[src/sv/sbf_pkg.sv]
// ----------------------------------------------------------------------------
// sbf_pkg
// Shared widths, register indexes, filter mode codes and size clamping for
// the 3x3 streaming pass-through / blur / Sobel filter.
// ----------------------------------------------------------------------------
package sbf_pkg;

    localparam int MAX_WIDTH  = 512;
    localparam int MAX_HEIGHT = 4096;

    localparam int PIX_W    = 8;
    localparam int NIB_W    = 4;
    localparam int COL_W    = $clog2(MAX_WIDTH);
    localparam int ROW_W    = $clog2(MAX_HEIGHT);
    localparam int WID_W    = COL_W + 1;
    localparam int HGT_W    = ROW_W + 1;
    localparam int MODE_W   = 2;
    localparam int THR_W    = 8;
    localparam int CFG_IDX_W  = 2;
    localparam int CFG_DATA_W = HGT_W;

    // register indexes
    localparam logic [CFG_IDX_W-1:0] REG_FILTER_MODE    = 2'd0;
    localparam logic [CFG_IDX_W-1:0] REG_FRAME_WIDTH    = 2'd1;
    localparam logic [CFG_IDX_W-1:0] REG_FRAME_HEIGHT   = 2'd2;
    localparam logic [CFG_IDX_W-1:0] REG_EDGE_THRESHOLD = 2'd3;

    // filter modes
    localparam logic [MODE_W-1:0] MODE_PASS = 2'd0;
    localparam logic [MODE_W-1:0] MODE_BLUR = 2'd1;
    localparam logic [MODE_W-1:0] MODE_EDGE = 2'd2;

    // reset values
    localparam logic [MODE_W-1:0] RST_MODE      = MODE_PASS;
    localparam logic [WID_W-1:0]  RST_WIDTH     = 10'd320;
    localparam logic [HGT_W-1:0]  RST_HEIGHT    = 13'd240;
    localparam logic [THR_W-1:0]  RST_THRESHOLD = 8'd18;

    localparam int MIN_SIZE = 3;

    // floor(s/9) for s <= 135 as (s * 57) >> 9
    localparam int DIV9_MUL   = 57;
    localparam int DIV9_SHIFT = 9;

    // window position of the delayed pixel
    typedef struct packed {
        logic valid;
        logic interior;
    } sbf_pos_t;

    function automatic logic [WID_W-1:0] clamp_width(input logic [WID_W-1:0] v);
        logic [WID_W-1:0] r;
        if (v < WID_W'(MIN_SIZE))
            r = WID_W'(MIN_SIZE);
        else if (v > WID_W'(MAX_WIDTH))
            r = WID_W'(MAX_WIDTH);
        else
            r = v;
        return r;
    endfunction

    function automatic logic [HGT_W-1:0] clamp_height(input logic [HGT_W-1:0] v);
        logic [HGT_W-1:0] r;
        if (v < HGT_W'(MIN_SIZE))
            r = HGT_W'(MIN_SIZE);
        else if (v > HGT_W'(MAX_HEIGHT))
            r = HGT_W'(MAX_HEIGHT);
        else
            r = v;
        return r;
    endfunction

endpackage

[src/sv/sbf_raster_ctrl.sv]
// ----------------------------------------------------------------------------
// sbf_raster_ctrl
// Column/row counters; gives the line store address and classifies the
// delayed (window centre) position of each transaction.
// ----------------------------------------------------------------------------
module sbf_raster_ctrl import sbf_pkg::*; (
    input  logic             clk,
    input  logic             rst_n,
    input  logic             accept,
    input  logic             frame_start,
    input  logic [WID_W-1:0] frame_width,
    input  logic [HGT_W-1:0] frame_height,
    output logic [COL_W-1:0] col,
    output sbf_pos_t         pos
);

    logic [COL_W-1:0] col_reg, col_next;
    logic [ROW_W-1:0] row_reg, row_next;
    logic [ROW_W-1:0] row;
    logic [WID_W-1:0] w;
    logic [HGT_W-1:0] h;
    logic [WID_W-1:0] col_ext;
    logic [HGT_W-1:0] row_ext;

    assign w       = clamp_width(frame_width);
    assign h       = clamp_height(frame_height);
    assign col     = frame_start ? '0 : col_reg;
    assign row     = frame_start ? '0 : row_reg;
    assign col_ext = {1'b0, col};
    assign row_ext = {1'b0, row};

    always_comb
    begin
        // centre one line and one pixel back; column 0 wraps to the line before
        pos.valid    = ((col != '0) && (row != '0)) || ((col == '0) && (row >= ROW_W'(2)));
        pos.interior = (col >= COL_W'(2)) && (row >= ROW_W'(2)) && (col_ext < w) && (row_ext < h);
    end

    always_comb
    begin
        col_next = col_reg;
        row_next = row_reg;
        if (accept)
        begin
            if (col_ext + WID_W'(1) >= w)
            begin
                col_next = '0;
                row_next = (row_ext + HGT_W'(1) >= h) ? '0 : row + ROW_W'(1);
            end
            else
            begin
                col_next = col + COL_W'(1);
                row_next = row;
            end
        end
    end

    always_ff @(posedge clk or negedge rst_n)
    begin
        if (!rst_n)
        begin
            col_reg <= '0;
            row_reg <= '0;
        end
        else
        begin
            col_reg <= col_next;
            row_reg <= row_next;
        end
    end

endmodule

[config.mk]
export PLATFORM = sky130hd
export DESIGN_NAME = sbf_raster_ctrl
export DESIGN_NICKNAME = d
export VERILOG_FILES = /design/src/sv/sbf_pkg.sv /design/src/sv/sbf_raster_ctrl.sv
export SDC_FILE = /design/constraint.sdc
export NUM_CORES = 1
export LEC_CHECK = 0
export ABC_AREA = 1
export BUFFER_PORTS_ARGS = -buffer_cell sky130_fd_sc_hd__buf_2
export CAP_MARGIN = 20
export CORE_UTILIZATION = 35
export CTS_CLUSTER_DIAMETER = 100
export DETAILED_ROUTE_END_ITERATION = 16
export GPL_TIMING_DRIVEN = 1
export PLACE_DENSITY_LB_ADDON = 0.12
export SYNTH_ARGS = -nofsm -noshare
export SYNTH_HDL_FRONTEND = slang
export SYNTH_SLANG_ARGS = --single-unit
[constraint.sdc]
create_clock -name clk -period 5.76 [get_ports clk]
set_clock_uncertainty 0.15 [all_clocks]
set_input_delay 0.576 -clock clk [delete_from_list [all_inputs] [get_ports clk]]
set_output_delay 0.576 -clock clk [all_outputs]
set_load 0.02 [all_outputs]
==> impl_metrics.tcl <==
set metrics [dict create \
    status "completed" \
    switching_share_pct 35.1 \
    numClockSinks 21 \
    antenna_found_initial 0 \
    min_period_over_period_pct 65.4 \
    avgSynthCellArea_um2 6.48 \
    synth-edff-count 0 \
    reg2reg_slack_ns 2.31 \
    vias_per_cell 4.77 \
    slew_headroom_pct 39.2 \
    worst_pin_slew_ns 0.909 \
    synthTopCellsByCount "nand2_1, inv_1, ha_1" \
    crit_top_cell "nand2_1" \
    critPathSlowestCell "nor2_1" \
    synth_top_area_cell "ha_1" \
    crit_family "simple AND/OR/NAND/NOR gates" \
    yosysWarnings 0 \
    start_util_pct 36.4 \
    drtPass1Iterations 4 \
    num_rows 32 \
    hold_buffers 0 \
    drc 0 \
    power_leakage_nw 1.88 \
    p_per_area_nw_per_um2 117 \
    fin_util_pct 40.5 \
    cts.repair.resized 0 \
    clock_latency_ns 0.26 \
    yosysMostFrequentCell "nand2_1" \
    drtIter0Drc 107 \
    grt_pass1_vias 2589 \
    hold_class "in -> async" \
    cts_buffer_depth 2 \
    track_usage_pct 18.9 \
    synth.area.top_cells "ha_1, dfrtp_1, nand2_1" \
    gp_congestion 0.819 \
    period_needed_ns 3.76 \
    seq_area_um2 526 \
    p_clk_share_pct 27.2 \
    worstSetupStartpointType "input pin" \
    io_buffers 37 \
    yosysSeqAreaShare_pct 18.5 \
    numCtsBuffers 3 \
    layout-drive-gt1-share_pct 13.7 \
    grt_pass1_wl_mm 12.8 \
    ir_worst_vdd_mv 0.0777 \
    core_um2 7810 \
    drt_wl_total_mm 7.40 \
    slew_violations 0 \
    synth_flop_cell "dfrtp_1" \
    fill_cells 867 \
    dieArea_um2 8480 \
    ant_nets 0 \
    p_sw_w 0.000130 \
    largest_register_ffs 12 \
    clkTransAtPathRegs_ns 0.08 \
    combPwrFrac_pct 31.0 \
    crit_type "in -> reg" \
    dp_hpwl_mm 6.34 \
    synth-seq-cells 21 \
    maxCapViolCount 0 \
    die_h_um 92.1 \
    cp-end-kind "flip-flop" \
    syn-cell-area_um2 2840 \
    cp_cell_sequence "buf_2, inv_2, nand2_1, inv_1, ha_1, nand3_1, inv_1, nand2_1, nor4_1, ha_1, nand2_1, inv_1, nand2_1, nand2_1, a21oi_1, nand2_1, nor2_1, nand3_1, nand2_1" \
    power.internal_w 0.000239 \
    cp.arrival_ns 3.81 \
    htree_levels 1 \
    finalSetupTns_ns 0 \
    finalPower_w 0.000369 \
    antenna_cells 0 \
    p_seq_share_pct 41.8 \
    overflow 0 \
    ys_types 31 \
    crit_fanout 14 \
    synth_top_area_share_pct 22.0 \
    critical_path.max_stage_delay_ns 0.67 \
    multi_input_area_um2 2030 \
    area_delta_synth_final_pct 11.3 \
    synth_nets 515 \
    cts_tree "done" \
    synthArstFlopShare_pct 100 \
    setup_viol_count_final 0 \
    cts-root-buf "clkbuf_8" \
    nNetsFinal 551 \
    io_pins 38 \
    max_freq_mhz 266 \
    rsz0062_at_grt "false" \
    cp.required_ns 5.81 \
    grt_max_degree 22 \
    routedWlPerCell_um 12.9 \
    postCtsSetupBuffers 0 \
    timing.critical_path.buf_inv 5 \
    num_vias 2740 \
    syn_inst 438 \
    die_w_um 92.1 \
    hold_violations 0 \
]
[cells in the final DEF (no fill, tap or decap)]
| cell | count |
|---|---|
| ha_1 | 50 |
| and2_1 | 2 |
| nand3b_1 | 1 |
| o21ai_2 | 1 |
| nand4_1 | 7 |
| a31oi_1 | 1 |
| nand3_2 | 1 |
| dfrtp_1 | 21 |
| o22ai_1 | 4 |
| nor3b_1 | 1 |
| nor2_2 | 2 |
| o21ai_1 | 2 |
| a21o_1 | 1 |
| inv_2 | 4 |
| nand3_1 | 42 |
| clkbuf_8 | 3 |
| clkinv_2 | 1 |
| xor2_1 | 10 |
| nor4_1 | 2 |
| buf_4 | 1 |
| nor3_2 | 5 |
| nor2_1 | 41 |
| nand2_1 | 131 |
| nor2_4 | 3 |
| nand2_2 | 6 |
| nor3_1 | 5 |
| buf_2 | 37 |
| o21ai_0 | 8 |
| a21oi_1 | 19 |
| nand2_4 | 1 |
| o21a_1 | 1 |
| inv_1 | 59 |
[logic make-up after synthesis]
group	after synthesis	synth area share (%)
adder cells (fa/ha/maj)	50	22.0
AO/OA/AOI/OAI	37	7.05
AND/OR/NAND/NOR	250	39.4
flip-flops	21	18.5
buffers and inverters	70	9.91
XOR/XNOR	10	3.08
[worst register-to-register path, stage by stage, from the launching register on]
cell	delay [ns]
dfrtp_1	0.35
inv_1	0.04
nor2_1	0.35
ha_1	0.27
nand3_1	0.15
inv_1	0.13
nand2_1	0.09
nor4_1	0.21
ha_1	0.29
nand2_1	0.09
inv_1	0.04
nand2_1	0.05
nand2_1	0.05
a21oi_1	0.11
nand2_1	0.06
nor2_1	0.67
nand3_1	0.17
nand2_1	0.12
[power by group through the flow]
stage | registers, W | logic (W) | clock network (W)
floorplan | 0.000157 | 0.0000784 | 0
global placement | 0.000157 | 0.000114 | 0
detailed placement | 0.000157 | 0.000115 | 0
CTS | 0.000154 | 0.000116 | 0.000101
global route | 0.000155 | 0.000133 | 0.000108
finish | 0.000154 | 0.000114 | 0.000100
[layout make-up]
cell class,count,share of cell area (%)
Multi-Input combinational cell,347,64.3
Clock buffer,3,1.31
Tap cell,102,4.04
Inverter,63,7.48
Sequential cell,21,16.6
Clock inverter,1,0.158
Timing Repair Buffer,38,6.09
[through the flow]
stage | cell area (µm²) | setup slack, ns | hold slack (ns) | instances
final | 3160 | 2.00 | 0.109 | 575
after global routing | 3160 | 1.60 | 0.147 | 575
after CTS | 3160 | 2.03 | 0.129 | 575
after global placement | 3120 | 1.85 | 0.320 | 571
after floorplan | 2840 | 2.54 | 0.130 | 438
after detailed placement | 3120 | 1.75 | 0.322 | 571
[layer usage]
layer,track usage [%],wire (µm),vias to the layer above
met5,0,0,-
met2,29.0,3080,37
met1,28.4,4040,1211
li1,-,-,1485
met4,3.26,68,0
met3,2.24,202,7
[final timing paths]
path                                   from    endpoint  depth (start not counted)
worst max-delay path            frame_start  row_reg[8]                         19
worst min-delay path                  rst_n  col_reg[6]                          1
worst max register to register   row_reg[0]  row_reg[8]                         17
worst min register to register   col_reg[8]  col_reg[8]                          2
max in group asynchronous             rst_n  row_reg[7]                          1
min in group clk                 col_reg[8]  col_reg[8]                          2
No activity file was read; power rests on OpenSTA's default activity.
