[config.mk]
export PLATFORM = sky130hd
export DESIGN_NAME = sbf_window_filter
export DESIGN_NICKNAME = d
export VERILOG_FILES = /design/src/sv/sbf_pkg.sv /design/src/sv/sbf_window_filter.sv
export SDC_FILE = /design/constraint.sdc
export NUM_CORES = 1
export LEC_CHECK = 0
export BUFFER_PORTS_ARGS = -buffer_cell sky130_fd_sc_hd__buf_2
export CAP_MARGIN = 30
export CORE_MARGIN = 2
export CORE_UTILIZATION = 35
export DETAILED_ROUTE_END_ITERATION = 6
export GPL_TIMING_DRIVEN = 0
export PLACE_DENSITY = 0.52
export SYNTH_ARGS = -nofsm -noshare
export SYNTH_HDL_FRONTEND = slang
export SYNTH_SLANG_ARGS = --single-unit
[constraint.sdc]
create_clock -name clk -period 6 [get_ports clk]
set_input_delay 0.9 -clock clk [delete_from_list [all_inputs] [get_ports clk]]
set_output_delay 0.9 -clock clk [all_outputs]
set_load 0.05 [all_outputs]
[src/sv/sbf_pkg.sv]
// ----------------------------------------------------------------------------
// sbf_pkg
// Shared widths, register indexes, filter mode codes and size clamping for
// the 3x3 streaming pass-through / blur / Sobel filter.
// ----------------------------------------------------------------------------
package sbf_pkg;

    localparam int MAX_WIDTH  = 512;
    localparam int MAX_HEIGHT = 4096;

    localparam int PIX_W    = 8;
    localparam int NIB_W    = 4;
    localparam int COL_W    = $clog2(MAX_WIDTH);
    localparam int ROW_W    = $clog2(MAX_HEIGHT);
    localparam int WID_W    = COL_W + 1;
    localparam int HGT_W    = ROW_W + 1;
    localparam int MODE_W   = 2;
    localparam int THR_W    = 8;
    localparam int CFG_IDX_W  = 2;
    localparam int CFG_DATA_W = HGT_W;

    // register indexes
    localparam logic [CFG_IDX_W-1:0] REG_FILTER_MODE    = 2'd0;
    localparam logic [CFG_IDX_W-1:0] REG_FRAME_WIDTH    = 2'd1;
    localparam logic [CFG_IDX_W-1:0] REG_FRAME_HEIGHT   = 2'd2;
    localparam logic [CFG_IDX_W-1:0] REG_EDGE_THRESHOLD = 2'd3;

    // filter modes
    localparam logic [MODE_W-1:0] MODE_PASS = 2'd0;
    localparam logic [MODE_W-1:0] MODE_BLUR = 2'd1;
    localparam logic [MODE_W-1:0] MODE_EDGE = 2'd2;

    // reset values
    localparam logic [MODE_W-1:0] RST_MODE      = MODE_PASS;
    localparam logic [WID_W-1:0]  RST_WIDTH     = 10'd320;
    localparam logic [HGT_W-1:0]  RST_HEIGHT    = 13'd240;
    localparam logic [THR_W-1:0]  RST_THRESHOLD = 8'd18;

    localparam int MIN_SIZE = 3;

    // floor(s/9) for s <= 135 as (s * 57) >> 9
    localparam int DIV9_MUL   = 57;
    localparam int DIV9_SHIFT = 9;

    // window position of the delayed pixel
    typedef struct packed {
        logic valid;
        logic interior;
    } sbf_pos_t;

    function automatic logic [WID_W-1:0] clamp_width(input logic [WID_W-1:0] v);
        logic [WID_W-1:0] r;
        if (v < WID_W'(MIN_SIZE))
            r = WID_W'(MIN_SIZE);
        else if (v > WID_W'(MAX_WIDTH))
            r = WID_W'(MAX_WIDTH);
        else
            r = v;
        return r;
    endfunction

    function automatic logic [HGT_W-1:0] clamp_height(input logic [HGT_W-1:0] v);
        logic [HGT_W-1:0] r;
        if (v < HGT_W'(MIN_SIZE))
            r = HGT_W'(MIN_SIZE);
        else if (v > HGT_W'(MAX_HEIGHT))
            r = HGT_W'(MAX_HEIGHT);
        else
            r = v;
        return r;
    endfunction

endpackage

[src/sv/sbf_window_filter.sv]
// ----------------------------------------------------------------------------
// sbf_window_filter
// 3x3 window of nibbles, pass / blur / Sobel datapath and result register.
// ----------------------------------------------------------------------------
module sbf_window_filter import sbf_pkg::*; (
    input  logic              clk,
    input  logic              rst_n,
    input  logic              advance,
    input  logic [NIB_W-1:0]  nib,
    input  logic [NIB_W-1:0]  upper_nib,
    input  logic [NIB_W-1:0]  lower_nib,
    input  sbf_pos_t          pos,
    input  logic [MODE_W-1:0] filter_mode,
    input  logic [THR_W-1:0]  edge_threshold,
    output logic [PIX_W-1:0]  pixel_out,
    output logic              out_valid_pos
);

    localparam int SUM_W  = 8;
    localparam int PROD_W = SUM_W + 6;
    localparam int G_W    = 8;

    logic [NIB_W-1:0] win_reg [9];
    logic [NIB_W-1:0] k [9];
    logic [SUM_W-1:0] sum;
    logic [PROD_W-1:0] prod;
    logic [PIX_W-1:0] blur;
    logic signed [G_W-1:0] gx, gy;
    logic [G_W-1:0] ax, ay;
    logic [PIX_W-1:0] mag;
    logic [PIX_W-1:0] result;
    logic [PIX_W-1:0] pixel_out_reg;
    logic             pos_valid_reg;

    // window after this transaction's shift, row-major, top row oldest
    always_comb
    begin
        k[0] = win_reg[1];
        k[1] = win_reg[2];
        k[2] = upper_nib;
        k[3] = win_reg[4];
        k[4] = win_reg[5];
        k[5] = lower_nib;
        k[6] = win_reg[7];
        k[7] = win_reg[8];
        k[8] = nib;
    end

    always_comb
    begin
        sum = '0;
        for (int i = 0; i < 9; i++)
            sum = sum + SUM_W'(k[i]);
    end

    assign prod = PROD_W'(sum) * PROD_W'(DIV9_MUL);
    assign blur = PIX_W'(prod >> DIV9_SHIFT);

    always_comb
    begin
        gx = G_W'(k[0]) - G_W'(k[2]) + (G_W'(k[3]) <<< 1) - (G_W'(k[5]) <<< 1)
           + G_W'(k[6]) - G_W'(k[8]);
        gy = G_W'(k[0]) + (G_W'(k[1]) <<< 1) + G_W'(k[2])
           - G_W'(k[6]) - (G_W'(k[7]) <<< 1) - G_W'(k[8]);
        ax = gx[G_W-1] ? G_W'(-gx) : G_W'(gx);
        ay = gy[G_W-1] ? G_W'(-gy) : G_W'(gy);
        mag = PIX_W'(ax + ay);
    end

    always_comb
    begin
        result = '0;
        if (pos.valid)
        begin
            unique case (filter_mode)
                MODE_PASS: result = PIX_W'(k[4]);
                MODE_BLUR: result = pos.interior ? blur : '0;
                MODE_EDGE: result = (pos.interior && (mag >= edge_threshold)) ? mag : '0;
                default:   result = '0;
            endcase
        end
    end

    always_ff @(posedge clk or negedge rst_n)
    begin
        if (!rst_n)
        begin
            for (int i = 0; i < 9; i++)
                win_reg[i] <= '0;
        end
        else if (advance)
        begin
            for (int i = 0; i < 9; i++)
                win_reg[i] <= k[i];
        end
    end

    always_ff @(posedge clk)
    begin
        if (advance)
        begin
            pixel_out_reg <= result;
            pos_valid_reg <= pos.valid;
        end
    end

    assign pixel_out     = pixel_out_reg;
    assign out_valid_pos = pos_valid_reg;

endmodule

==> reports/results.ini, run 1 <==
[run_status]
status = complete, but fails checks
violations = setup timing

[yosys]
ys_warn_count = 0
yosys.area_share.xor_xnor = 0.0502
synth_fa_ha_area_frac = 0.448
synth_sequential_area_ratio = 0.178
synth_area_per_cell_sq_um = 9.71
syn_nets = 667
async_flop_share = 0.727
synth.cell_area_sq_um = 4880
post_synth_mux_area_share = 0.0315
synth_edf_count = 9
synth_flop_cell = sky130_fd_sc_hd__dfrtp_1
number_of_cells_produced_by_synthesis = 503
yosys_register_bits = 33
synth_compound_gate_area_share = 0.111
yosysUniqueCellTypes = 49
largest_family_of_logic_cells_by_synthesized_area = adder cells
post_synth_and_or_nand_nor_area_fraction = 0.0866

[critical_path]
cpPeakStageDelay_ns = 0.60
end_kind = flip-flop
timing.critical_path.from_type = input port
path_common_cell = sky130_fd_sc_hd__fa_1
crit_slowest_cell = sky130_fd_sc_hd__fa_1
path_cells = buf_8, inv_4, fa_1, fa_1, fa_1, fa_1, inv_1, ha_2, inv_2, fa_2, inv_2, fa_1, fa_1, ha_4, ha_4, nand4b_1, o211ai_1, buf_4, a21oi_4, xor2_1, o32ai_1
worstSetupPathType = input port to flip-flop
required_time_reported_for_the_critical_path_endpoint_ns = 6.02
crit_fanout = 3
arrival_ns = 6.36

[global_routing]
grt_max_degree = 25
number_of_antenna_violations_at_the_first_check_in_global_routing = 0
track_usage = 0.155
congestion_overflow_gr = 0
global_route_wire_length_before_repair_um = 18200
vias_in_the_first_global_route = 3837

[drt]
via_density_per_instance = 4.78
dr_total_vias = 3665
drt_drc_violations_left = 0
drt-total-wl_um = 11200
postRouteAntennaNets = 0
avgRoutedWirePerCell_um = 14.6
drtIter0Drc = 123
drt_first_pass_iters = 4

[clock_network]
clock_network_latency_to_the_later_pin_of_the_worst_skew_pair_ns = 0.28
htree_levels = 2
tritoncts = done
cts.sinks = 33
max-clock-path-buffers = 2
clock_buffers_created_by_tritoncts = 5
cts.hold.buffers_added = 0
clk_pin_slew_worst_paths_ns = 0.06
cts_root_buf = sky130_fd_sc_hd__clkbuf_16

[floorplanning]
die_h_um = 122
floorplan.initialDensity = 0.355
floorplan.die.width_um = 122
overall_die_area_sq_um = 14900
floorplan.io_pins = 36
fp.coreArea_sq_um = 13800
num_rows = 43

[timing]
final_min_period_over_clock_period = 1.06
relSlewSlack = 0.589
report.final.slew_viol_count = 0
post-route-worst-setup-slack_ns = -0.343
worst_clock_skew_ns = 0.00703
tightest_slew_ns = 0.616
report.final.setup_viol = 8
period_minus_slack_ns = 6.34
fmax_mhz = 158
grt_setup_unrepaired = yes
final-hold-violation-count = 0

[final_layout]
largest_register_ff_count = 24
antenna-diode-count = 0
drive_above_1_share = 0.340
areaGrowthSynthToFinish_pct = 33.2
layout.cells.non_filler = 766
utilization = 0.472
finalNetCount = 749

[place]
place.gp.congestion = 0.794
dp_hpwl_um = 9260
dp_cells = 718
io_buffers = 35

[worst_hold_path]
hold_path.class = flip-flop to flip-flop

[job]
max_cap_viol_count = 0

## path summary, 6_finish.rpt
kind,cells past startpoint,from,to,slack (ns)
setup / recovery,21,lower_nib[2],pixel_out[2],-0.34
hold / removal,2,k[5],k[9],0.49
setup reg to reg,20,k[30],pixel_out[2],-0.18
hold reg to reg,2,k[5],k[9],0.49
max in group asynchronous,1,rst_n,k[8],5.03
min in group asynchronous,1,rst_n,k[31],0.60
## layer usage
layer	up-vias	GRT usage	share of wire
li1	1814	-	-
met1	1787	0.205	0.46
met2	52	0.265	0.50
met3	12	0.0300	0.032
met4	0	0.0345	0.0082
met5	-	0	0
## logic make-up (layout without fill, tap and decap cells)
logic type / count (synthesis) / count (layout)
AOI/OAI and AO/OA: 82 / 82
muxes: 14 / 14
adders and majority gates: 137 / 137
xor gates and xnor gates: 28 / 28
DFF: 33 / 33
and+or+nand+nor: 86 / 86
buffers and inverters: 123 / 206
## cell usage after synthesis, types with 2 or more instances
cell	number	area share
sky130_fd_sc_hd__a21oi_1	15	0.015
sky130_fd_sc_hd__clkbuf_1	4	0.0031
sky130_fd_sc_hd__nand3_1	6	0.0061
sky130_fd_sc_hd__o22ai_1	2	0.0026
sky130_fd_sc_hd__mux2_2	11	0.025
sky130_fd_sc_hd__a221oi_1	2	0.0036
sky130_fd_sc_hd__a211oi_1	3	0.0046
sky130_fd_sc_hd__a32oi_1	2	0.0036
sky130_fd_sc_hd__or2b_1	2	0.0031
sky130_fd_sc_hd__o211ai_1	2	0.0031
sky130_fd_sc_hd__or4_1	2	0.0031
sky130_fd_sc_hd__fa_1	63	0.26
sky130_fd_sc_hd__nor2_1	21	0.016
sky130_fd_sc_hd__nand4_1	2	0.0026
sky130_fd_sc_hd__mux2i_1	3	0.0061
sky130_fd_sc_hd__xor2_1	15	0.027
sky130_fd_sc_hd__o21ai_0	24	0.025
sky130_fd_sc_hd__inv_1	119	0.091
sky130_fd_sc_hd__a31oi_1	6	0.0077
sky130_fd_sc_hd__a21o_1	10	0.015
sky130_fd_sc_hd__o2111ai_1	2	0.0036
sky130_fd_sc_hd__nand2_1	26	0.020
sky130_fd_sc_hd__edfxtp_1	9	0.055
sky130_fd_sc_hd__nor2b_1	7	0.0090
sky130_fd_sc_hd__nor3b_1	4	0.0061
sky130_fd_sc_hd__nand2b_1	3	0.0038
sky130_fd_sc_hd__o21bai_1	2	0.0031
sky130_fd_sc_hd__xnor2_1	13	0.023
sky130_fd_sc_hd__nor3_1	7	0.0072
sky130_fd_sc_hd__dfrtp_1	24	0.12
sky130_fd_sc_hd__ha_1	74	0.19
## cell type report
cell class | count | area, sq um
repair buffers | 75 | 533
fillers | 1336 | 7270
inverters | 119 | 467
clock inverters | 2 | 10.0
flip-flops and latches | 33 | 871
well taps | 180 | 225
clock buffers | 6 | 129
multi-input cells | 347 | 4250
plain buffers | 4 | 15.0
## critical path, delay by kind of cell
kind	cells	cell delay, ns
and+or+nand+nor	1	0.13
xor gates and xnor gates	1	0.15
adders and majority gates	10	4.25
AOI/OAI and AO/OA	3	0.47
buffers and inverters	6	0.47
## cells in the final DEF, fill, tap and decap left out, types with 5 or more instances in the layout
master and n:
sky130_fd_sc_hd__inv_2 9, sky130_fd_sc_hd__xor2_1 12, sky130_fd_sc_hd__clkbuf_16 5, sky130_fd_sc_hd__fa_1 54
sky130_fd_sc_hd__xnor2_1 8, sky130_fd_sc_hd__clkbuf_1 5, sky130_fd_sc_hd__a21oi_1 7, sky130_fd_sc_hd__nor3_2 5
sky130_fd_sc_hd__buf_4 43, sky130_fd_sc_hd__edfxtp_1 9, sky130_fd_sc_hd__ha_2 8, sky130_fd_sc_hd__o21ai_0 16
sky130_fd_sc_hd__dfrtp_1 24, sky130_fd_sc_hd__nand2_1 24, sky130_fd_sc_hd__a21oi_4 5, sky130_fd_sc_hd__nor2_1 15
sky130_fd_sc_hd__ha_1 49, sky130_fd_sc_hd__fa_2 9, sky130_fd_sc_hd__buf_2 26, sky130_fd_sc_hd__ha_4 17
sky130_fd_sc_hd__mux2_2 10, sky130_fd_sc_hd__nor2b_1 5, sky130_fd_sc_hd__inv_1 105, sky130_fd_sc_hd__a21o_1 10
## through the flow
stage | setup TNS [ns] | worst slack [ns] | instance area, sq um | hold WS (ns)
after CTS | -1.87 | -0.329 | 6020 | 0.493
after floorplan | -1.23 | -0.218 | 5170 | 0.450
final | -1.60 | -0.343 | 6500 | 0.489
after global routing | -3.17 | -0.518 | 6500 | 0.518
after detailed placement | -7.86 | -1.08 | 5570 | 0.479
after global placement | -7.55 | -1.04 | 5570 | 0.481
## what timing repair did
action	CTS	global route
pin swaps	46	59
endpoints found under the setup margin	8	8
resized for setup	41	59
setup buffers	17	23
Power of run 1 is not shown: default switching activity piles up to over one toggle a cycle in this logic, so the estimate is an artifact.
==> run 2, diff against run 1 <==
--- a/config.mk
+++ b/config.mk
@@ -10,7 +10,6 @@
 export CORE_MARGIN = 2
 export CORE_UTILIZATION = 35
 export DETAILED_ROUTE_END_ITERATION = 6
-export GPL_TIMING_DRIVEN = 0
 export PLACE_DENSITY = 0.52
 export SYNTH_ARGS = -nofsm -noshare
 export SYNTH_HDL_FRONTEND = slang
==> reports/results.ini, run 2 (synthesized netlist as in run 1, its figures left out) <==
[run_status]
status = complete, but fails checks  ; unchanged
violations = setup timing  ; unchanged

[critical_path]
timing.critical_path.depth = 21  ; unchanged
cpLargestDelayFamily = adder cells  ; unchanged
end_kind = flip-flop  ; unchanged
crit_slowest_cell = sky130_fd_sc_hd__fa_2  ; was sky130_fd_sc_hd__fa_1
required_time_reported_for_the_critical_path_endpoint_ns = 6.02  ; about the same
cpPeakStageDelay_ns = 0.57  ; was 0.60 ns
critical_path_buf_inv_count = 6  ; unchanged
timing.critical_path.from_type = input port  ; unchanged
regToRegSetupSlack_ns = -0.07  ; was -0.18 ns
worstSetupPathType = input port to flip-flop  ; unchanged
r2r_start = k[22]  ; was k[30]
crit_fanout = 3  ; unchanged
arrival_ns = 6.30  ; was 6.36 ns
path_common_cell = sky130_fd_sc_hd__fa_1  ; unchanged
regToRegEndpoint = pixel_out[2]  ; unchanged
path_cells = buf_8, inv_4, fa_1, fa_1, fa_1, fa_1, inv_1, ha_2, inv_2, fa_2, inv_2, fa_1, fa_1, ha_4, ha_4, nand4b_1, o211ai_1, buf_4, a21oi_4, xor2_1, o32ai_2  ; was buf_8, inv_4, fa_1, fa_1, fa_1, fa_1, inv_1, ha_2, inv_2, fa_2, inv_2, fa_1, fa_1, ha_4, ha_4, nand4b_1, o211ai_1, buf_4, a21oi_4, xor2_1, o32ai_1
worst_r2r_path_depth = 20  ; unchanged

[drt]
avgRoutedWirePerCell_um = 14.0  ; was 14.6 um
drt_first_pass_iters = 4  ; unchanged
drtIter0Drc = 98  ; was 123
drt_drc_violations_left = 0  ; unchanged
postRouteAntennaNets = 0  ; unchanged
drt-total-wl_um = 11700  ; was 11200 um
via_density_per_instance = 4.64  ; was 4.78
dr_total_vias = 3885  ; was 3665

[floorplanning]
num_rows = 43  ; unchanged
fp.coreArea_sq_um = 13800  ; unchanged
floorplan.initialDensity = 0.355  ; unchanged
floorplan.io_pins = 36  ; unchanged
overall_die_area_sq_um = 14900  ; unchanged
die_h_um = 122  ; unchanged
floorplan.die.width_um = 122  ; unchanged

[final_layout]
antenna-diode-count = 0  ; unchanged
largest_register_ff_count = 24  ; unchanged
finalNetCount = 820  ; was 749
layout.cells.most_common_list = sky130_fd_sc_hd__buf_4, sky130_fd_sc_hd__inv_1, sky130_fd_sc_hd__fa_1, sky130_fd_sc_hd__ha_1, sky130_fd_sc_hd__buf_2  ; was sky130_fd_sc_hd__inv_1, sky130_fd_sc_hd__fa_1, sky130_fd_sc_hd__ha_1, sky130_fd_sc_hd__buf_4, sky130_fd_sc_hd__buf_2
drive_above_1_share = 0.416  ; was 0.340
layout_commonest_cell = sky130_fd_sc_hd__buf_4  ; was sky130_fd_sc_hd__inv_1
areaGrowthSynthToFinish_pct = 43.9  ; was 33.2%
postLayoutCellArea_sq_um = 7030  ; was 6500 sq um
filler_cell_count = 1302  ; was 1336
layout.cells.non_filler = 837  ; was 766

[global_routing]
global_route_wire_length_before_repair_um = 19800  ; was 18200 um
vias_in_the_first_global_route = 4251  ; was 3837
track_usage = 0.168  ; was 0.155
congestion_overflow_gr = 0  ; unchanged
grt_max_degree = 48  ; was 25
number_of_antenna_violations_at_the_first_check_in_global_routing = 0  ; unchanged

[clock_network]
clock_buffers_created_by_tritoncts = 5  ; unchanged
cts_root_buf = sky130_fd_sc_hd__clkbuf_16  ; unchanged
htree_levels = 2  ; unchanged
tritoncts = done  ; unchanged
cts.sinks = 33  ; unchanged
clk_pin_slew_worst_paths_ns = 0.06  ; about the same
clock_network_latency_to_the_later_pin_of_the_worst_skew_pair_ns = 0.28  ; about the same
max-clock-path-buffers = 2  ; unchanged
cts.hold.buffers_added = 0  ; unchanged

[place]
io_buffers = 35  ; unchanged
dp_cells = 817  ; was 718
place.gp.congestion = 0.837  ; was 0.794
dp_hpwl_um = 9820  ; was 9260 um
total_placed_instance_area_sq_um = 6330  ; was 5570 sq um

[worst_hold_path]
hold_path.class = flip-flop to flip-flop  ; unchanged
hold_path.startpoint = k[5]  ; unchanged
whs_endpoint = k[9]  ; unchanged
worst_hold_path.num_cells = 2  ; unchanged

[timing]
whs_ns = 0.502  ; was 0.489 ns
worst_clock_skew_ns = 0.00473  ; was 0.00703 ns
grt_setup_unrepaired = yes  ; unchanged
relSlewSlack = 0.402  ; was 0.589
report.final.setup_viol = 8  ; unchanged
period_minus_slack_ns = 6.28  ; was 6.34 ns
final_min_period_over_clock_period = 1.05  ; was 1.06
post-route-worst-setup-slack_ns = -0.277  ; was -0.343 ns
final-hold-violation-count = 0  ; unchanged
fmax_mhz = 159  ; was 158 MHz
report.final.slew_viol_count = 0  ; unchanged
tightest_slew_ns = 0.897  ; was 0.616 ns

[job]
max_cap_viol_count = 0  ; unchanged

run 2: cell types whose count changed in the layout (fill, tap and decap cells not counted), moves of 3 or more:
cell / delta
sky130_fd_sc_hd__clkbuf_1: -5
sky130_fd_sc_hd__buf_6: +5
sky130_fd_sc_hd__xor2_2: +3
sky130_fd_sc_hd__ha_1: +4
sky130_fd_sc_hd__buf_2: +3
sky130_fd_sc_hd__buf_4: +69
sky130_fd_sc_hd__o21ai_1: +4
sky130_fd_sc_hd__inv_2: +3
sky130_fd_sc_hd__ha_2: -3
run 2: worst reg2reg max path, stage by stage (launching register included):
cell	delay (ns)
sky130_fd_sc_hd__dfrtp_1	0.40
sky130_fd_sc_hd__fa_1	0.52
sky130_fd_sc_hd__fa_1	0.51
sky130_fd_sc_hd__inv_1	0.05
sky130_fd_sc_hd__fa_1	0.55
sky130_fd_sc_hd__fa_1	0.41
sky130_fd_sc_hd__inv_1	0.07
sky130_fd_sc_hd__ha_2	0.18
sky130_fd_sc_hd__inv_2	0.04
sky130_fd_sc_hd__fa_2	0.57
sky130_fd_sc_hd__inv_2	0.05
sky130_fd_sc_hd__fa_1	0.47
sky130_fd_sc_hd__fa_1	0.53
sky130_fd_sc_hd__ha_4	0.21
sky130_fd_sc_hd__ha_4	0.26
sky130_fd_sc_hd__nand4b_1	0.12
sky130_fd_sc_hd__o211ai_1	0.33
sky130_fd_sc_hd__buf_4	0.19
sky130_fd_sc_hd__a21oi_4	0.06
sky130_fd_sc_hd__xor2_1	0.19
sky130_fd_sc_hd__o32ai_2	0.09
run 2: layout make-up:
cell class              count  area (sq um)  area share
clock inverters             1          5.00    0.000712
well taps                 180           225      0.0320
repair buffers            150          1090       0.156
multi-input cells         347          4220       0.600
flip-flops and latches     33           871       0.124
clock buffers               7           153      0.0217
inverters                 119           462      0.0657
run 2: routing by layer:
layer,routed length [um],global-route usage,vias to the layer above
li1,-,-,1956
met1,5300,0.213,1860
met2,5940,0.303,53
met3,306,0.0262,16
met4,146,0.0345,0
met5,0,0,-
run 2: per-stage QoR:
step,utilization,TNS [ns],setup WS [ns]
2_1_floorplan,-,-1.23,-0.218
6_report,0.510,-1.43,-0.277
5_1_grt,0.510,-2.92,-0.460
3_5_place_dp,0.460,-6.42,-0.906
3_3_place_gp,0.460,-5.60,-0.776
4_1_cts,0.487,-1.51,-0.258
run 2: worst max-delay path by stage:
stage                   end         start  slack [ns]
6_report       pixel_out[2]  lower_nib[2]       -0.28
5_1_grt        pixel_out[3]  lower_nib[3]       -0.46
4_1_cts        pixel_out[4]  lower_nib[2]       -0.26
3_5_place_dp   pixel_out[0]  lower_nib[2]       -0.91
3_3_place_gp   pixel_out[0]  lower_nib[2]       -0.78
2_1_floorplan  pixel_out[0]        nib[2]       -0.22
run 2: repair_timing:
action | 4_1_cts | 5_1_grt
buffers inserted | 5 | 7
pin swaps | 26 | 40
cloned | 0 | 0
resized for setup | 41 | 49
endpoints found under the setup margin | 8 | 8
Power of run 2 is left out for the same reason.
==> run 3, diff against run 2 <==
--- a/config.mk
+++ b/config.mk
@@ -5,6 +5,7 @@
 export SDC_FILE = /design/constraint.sdc
 export NUM_CORES = 1
 export LEC_CHECK = 0
+export ABC_AREA = 1
 export BUFFER_PORTS_ARGS = -buffer_cell sky130_fd_sc_hd__buf_2
 export CAP_MARGIN = 30
 export CORE_MARGIN = 2
==> reports/results.ini, run 3 <==
[run_status]
status = complete, but fails checks  ; unchanged
violations = setup timing  ; unchanged

[drt]
via_density_per_instance = 4.47  ; was 4.64
drtIter0Drc = 112  ; was 98
dr_total_vias = 4188  ; was 3885
postRouteAntennaNets = 0  ; unchanged
avgRoutedWirePerCell_um = 12.5  ; was 14.0 um
drt-total-wl_um = 11700  ; about the same
drt_first_pass_iters = 4  ; unchanged
drt_drc_violations_left = 0  ; unchanged

[timing]
report.final.setup_viol = 4  ; was 8
grt_setup_unrepaired = yes  ; unchanged
period_minus_slack_ns = 6.02  ; was 6.28 ns
report.final.slew_viol_count = 0  ; unchanged
post-route-worst-setup-slack_ns = -0.0217  ; was -0.277 ns
tightest_slew_ns = 0.946  ; was 0.897 ns
final-hold-violation-count = 0  ; unchanged
final_min_period_over_clock_period = 1.00  ; was 1.05
worst_clock_skew_ns = 0.00257  ; was 0.00473 ns
fmax_mhz = 166  ; was 159 MHz
relSlewSlack = 0.369  ; was 0.402

[yosys]
synth_sequential_area_ratio = 0.171  ; was 0.178
yosys-top-cells-area = sky130_fd_sc_hd__fa_1, sky130_fd_sc_hd__ha_1, sky130_fd_sc_hd__inv_1  ; was sky130_fd_sc_hd__fa_1, sky130_fd_sc_hd__ha_1, sky130_fd_sc_hd__dfrtp_1
number_of_cells_produced_by_synthesis = 625  ; was 503
synth_top_area_cell = sky130_fd_sc_hd__fa_1  ; unchanged
synth.top_cells.by_count = sky130_fd_sc_hd__inv_1, sky130_fd_sc_hd__nand2_1, sky130_fd_sc_hd__ha_1, sky130_fd_sc_hd__fa_1, sky130_fd_sc_hd__nor2_1  ; was sky130_fd_sc_hd__inv_1, sky130_fd_sc_hd__ha_1, sky130_fd_sc_hd__fa_1, sky130_fd_sc_hd__nand2_1
syn_nets = 789  ; was 667
synth_area_per_cell_sq_um = 8.17  ; was 9.71 sq um
yosys.area.top_type_share = 0.247  ; was 0.258
async_flop_share = 0.727  ; unchanged
yosys_register_bits = 33  ; unchanged
synth_edf_count = 9  ; unchanged
yosys.cell_count.top_type = sky130_fd_sc_hd__inv_1  ; unchanged
ys_warn_count = 0  ; unchanged
yosysUniqueCellTypes = 32  ; was 49
synth.cell_area_sq_um = 5100  ; was 4880 sq um
synth_flop_cell = sky130_fd_sc_hd__dfrtp_1  ; unchanged

[clock_network]
tritoncts = done  ; unchanged
clock_network_latency_to_the_later_pin_of_the_worst_skew_pair_ns = 0.28  ; about the same
cts_root_buf = sky130_fd_sc_hd__clkbuf_16  ; unchanged
max-clock-path-buffers = 2  ; unchanged
htree_levels = 2  ; unchanged
clock_buffers_created_by_tritoncts = 5  ; unchanged
clk_pin_slew_worst_paths_ns = 0.06  ; about the same
cts.sinks = 33  ; unchanged
cts.hold.buffers_added = 0  ; unchanged

[global_routing]
global_route_wire_length_before_repair_um = 19500  ; was 19800 um
track_usage = 0.151  ; was 0.168
congestion_overflow_gr = 0  ; unchanged
vias_in_the_first_global_route = 4319  ; was 4251
grt_max_degree = 57  ; was 48
number_of_antenna_violations_at_the_first_check_in_global_routing = 0  ; unchanged

[place]
dp_hpwl_um = 9950  ; was 9820 um
io_buffers = 35  ; unchanged
place.gp.congestion = 0.811  ; was 0.837

[worst_hold_path]
hold_path.class = flip-flop to flip-flop  ; unchanged
hold_path.startpoint = k[5]  ; unchanged

[final_layout]
finalNetCount = 916  ; was 820
utilization = 0.485  ; was 0.510
largest_register_ff_count = 24  ; unchanged
antenna-diode-count = 0  ; unchanged
areaGrowthSynthToFinish_pct = 36.5  ; was 43.9%
drive_above_1_share = 0.347  ; was 0.416
layout_commonest_cell = sky130_fd_sc_hd__inv_1  ; was sky130_fd_sc_hd__buf_4
layout.cells.most_common_list = sky130_fd_sc_hd__inv_1, sky130_fd_sc_hd__nand2_1, sky130_fd_sc_hd__buf_4, sky130_fd_sc_hd__fa_1, sky130_fd_sc_hd__ha_1  ; was sky130_fd_sc_hd__buf_4, sky130_fd_sc_hd__inv_1, sky130_fd_sc_hd__fa_1, sky130_fd_sc_hd__ha_1, sky130_fd_sc_hd__buf_2

[critical_path]
arrival_ns = 6.06  ; was 6.30 ns
timing.critical_path.from = lower_nib[3]  ; was lower_nib[2]
crit_fanout = 3  ; unchanged
timing.critical_path.from_type = input port  ; unchanged
worstSetupPathType = input port to flip-flop  ; unchanged
r2r_start = k[22]  ; unchanged
end_kind = flip-flop  ; unchanged
required_time_reported_for_the_critical_path_endpoint_ns = 6.04  ; was 6.02 ns

[floorplanning]
floorplan.io_pins = 36  ; unchanged
floorplan.initialDensity = 0.355  ; about the same
floorplan.die.width_um = 125  ; was 122 um
die_h_um = 125  ; was 122 um
num_rows = 44  ; was 43
overall_die_area_sq_um = 15600  ; was 14900 sq um
fp.coreArea_sq_um = 14400  ; was 13800 sq um

[job]
max_cap_viol_count = 0  ; unchanged

## run 3: cell count changes in the layout (fill, tap and decap cells not counted), sizes merged, moves of 9 or more
cell,delta
a21o,-9
a21oi,+12
buf,-25
inv,+42
mux2,-10
nand2,+94
nand3,+26
nor2,+17
## run 3: layer usage
metal  vias to the layer above  global-route usage  wire length, um
li1                       2160                   -                -
met1                      1966               0.202             5400
met2                        51               0.266             5840
met3                        11              0.0249              379
met4                         0              0.0192               65
met5                         -                   0                0
## run 3: final cells by class
class	count	area, sq um
Tap cell	184	230
Timing Repair Buffer	125	900
Sequential cell	33	871
Clock buffer	7	153
Clock inverter	1	5.00
Multi-Input combinational cell	425	4190
Inverter	162	614
Fill cell	1377	7400
## run 3: through the flow
stage / instances / hold slack (ns) / setup TNS, ns / cell area, sq um / setup WS, ns
floorplan: 625 / 0.450 / -0.119 / 5300 / -0.0512
global placement: 918 / 0.465 / -2.96 / 6280 / -0.436
detailed placement: 918 / 0.478 / -3.30 / 6280 / -0.477
CTS: 931 / 0.491 / -0.110 / 6590 / -0.0502
global route: 937 / 0.523 / -1.23 / 6960 / -0.234
finish: 937 / 0.492 / -0.0799 / 6960 / -0.0217
## run 3: cell families (layout without fill, tap and decap cells)
group / Yosys count / in the layout / share of synthesized area
simple gates: 207 / 207 / 0.175
compound gates: 57 / 57 / 0.0613
mux: 1 / 1 / 0.00221
fa+ha+maj: 137 / 137 / 0.429
flops: 33 / 33 / 0.171
xor+xnor: 23 / 23 / 0.0395
buf+inv: 167 / 295 / 0.123
## run 3: timing repair
action,CTS,global route
setup buffers,5,6
pin swaps,32,62
gates resized for setup,25,79
endpoints found under the setup margin,8,8
## run 3: worst max-delay path, stage by stage
cell	delay, ns
sky130_fd_sc_hd__buf_8	0.10
sky130_fd_sc_hd__fa_1	0.51
sky130_fd_sc_hd__fa_2	0.56
sky130_fd_sc_hd__inv_1	0.05
sky130_fd_sc_hd__fa_1	0.49
sky130_fd_sc_hd__fa_1	0.43
sky130_fd_sc_hd__buf_4	0.15
sky130_fd_sc_hd__fa_2	0.44
sky130_fd_sc_hd__xnor2_4	0.18
sky130_fd_sc_hd__fa_1	0.51
sky130_fd_sc_hd__fa_2	0.61
sky130_fd_sc_hd__ha_4	0.21
sky130_fd_sc_hd__ha_4	0.22
sky130_fd_sc_hd__nand2_1	0.10
sky130_fd_sc_hd__inv_1	0.06
sky130_fd_sc_hd__nand2_2	0.07
sky130_fd_sc_hd__nand2_2	0.06
sky130_fd_sc_hd__nand2_1	0.07
sky130_fd_sc_hd__buf_4	0.10
sky130_fd_sc_hd__nand3b_1	0.07
sky130_fd_sc_hd__nand3_1	0.09
sky130_fd_sc_hd__nand2_1	0.05
## run 3: worst paths after layout
path	cells after the start	slack, ns	end
worst max-delay path	22	-0.02	pixel_out[4]
worst min-delay path	2	0.49	k[9]
worst max register to register	23	0.18	pixel_out[4]
worst min register to register	2	0.49	k[9]
max in group asynchronous	1	5.00	k[4]
min in group asynchronous	1	0.62	k[31]
Power of run 3 is left out for the same reason.
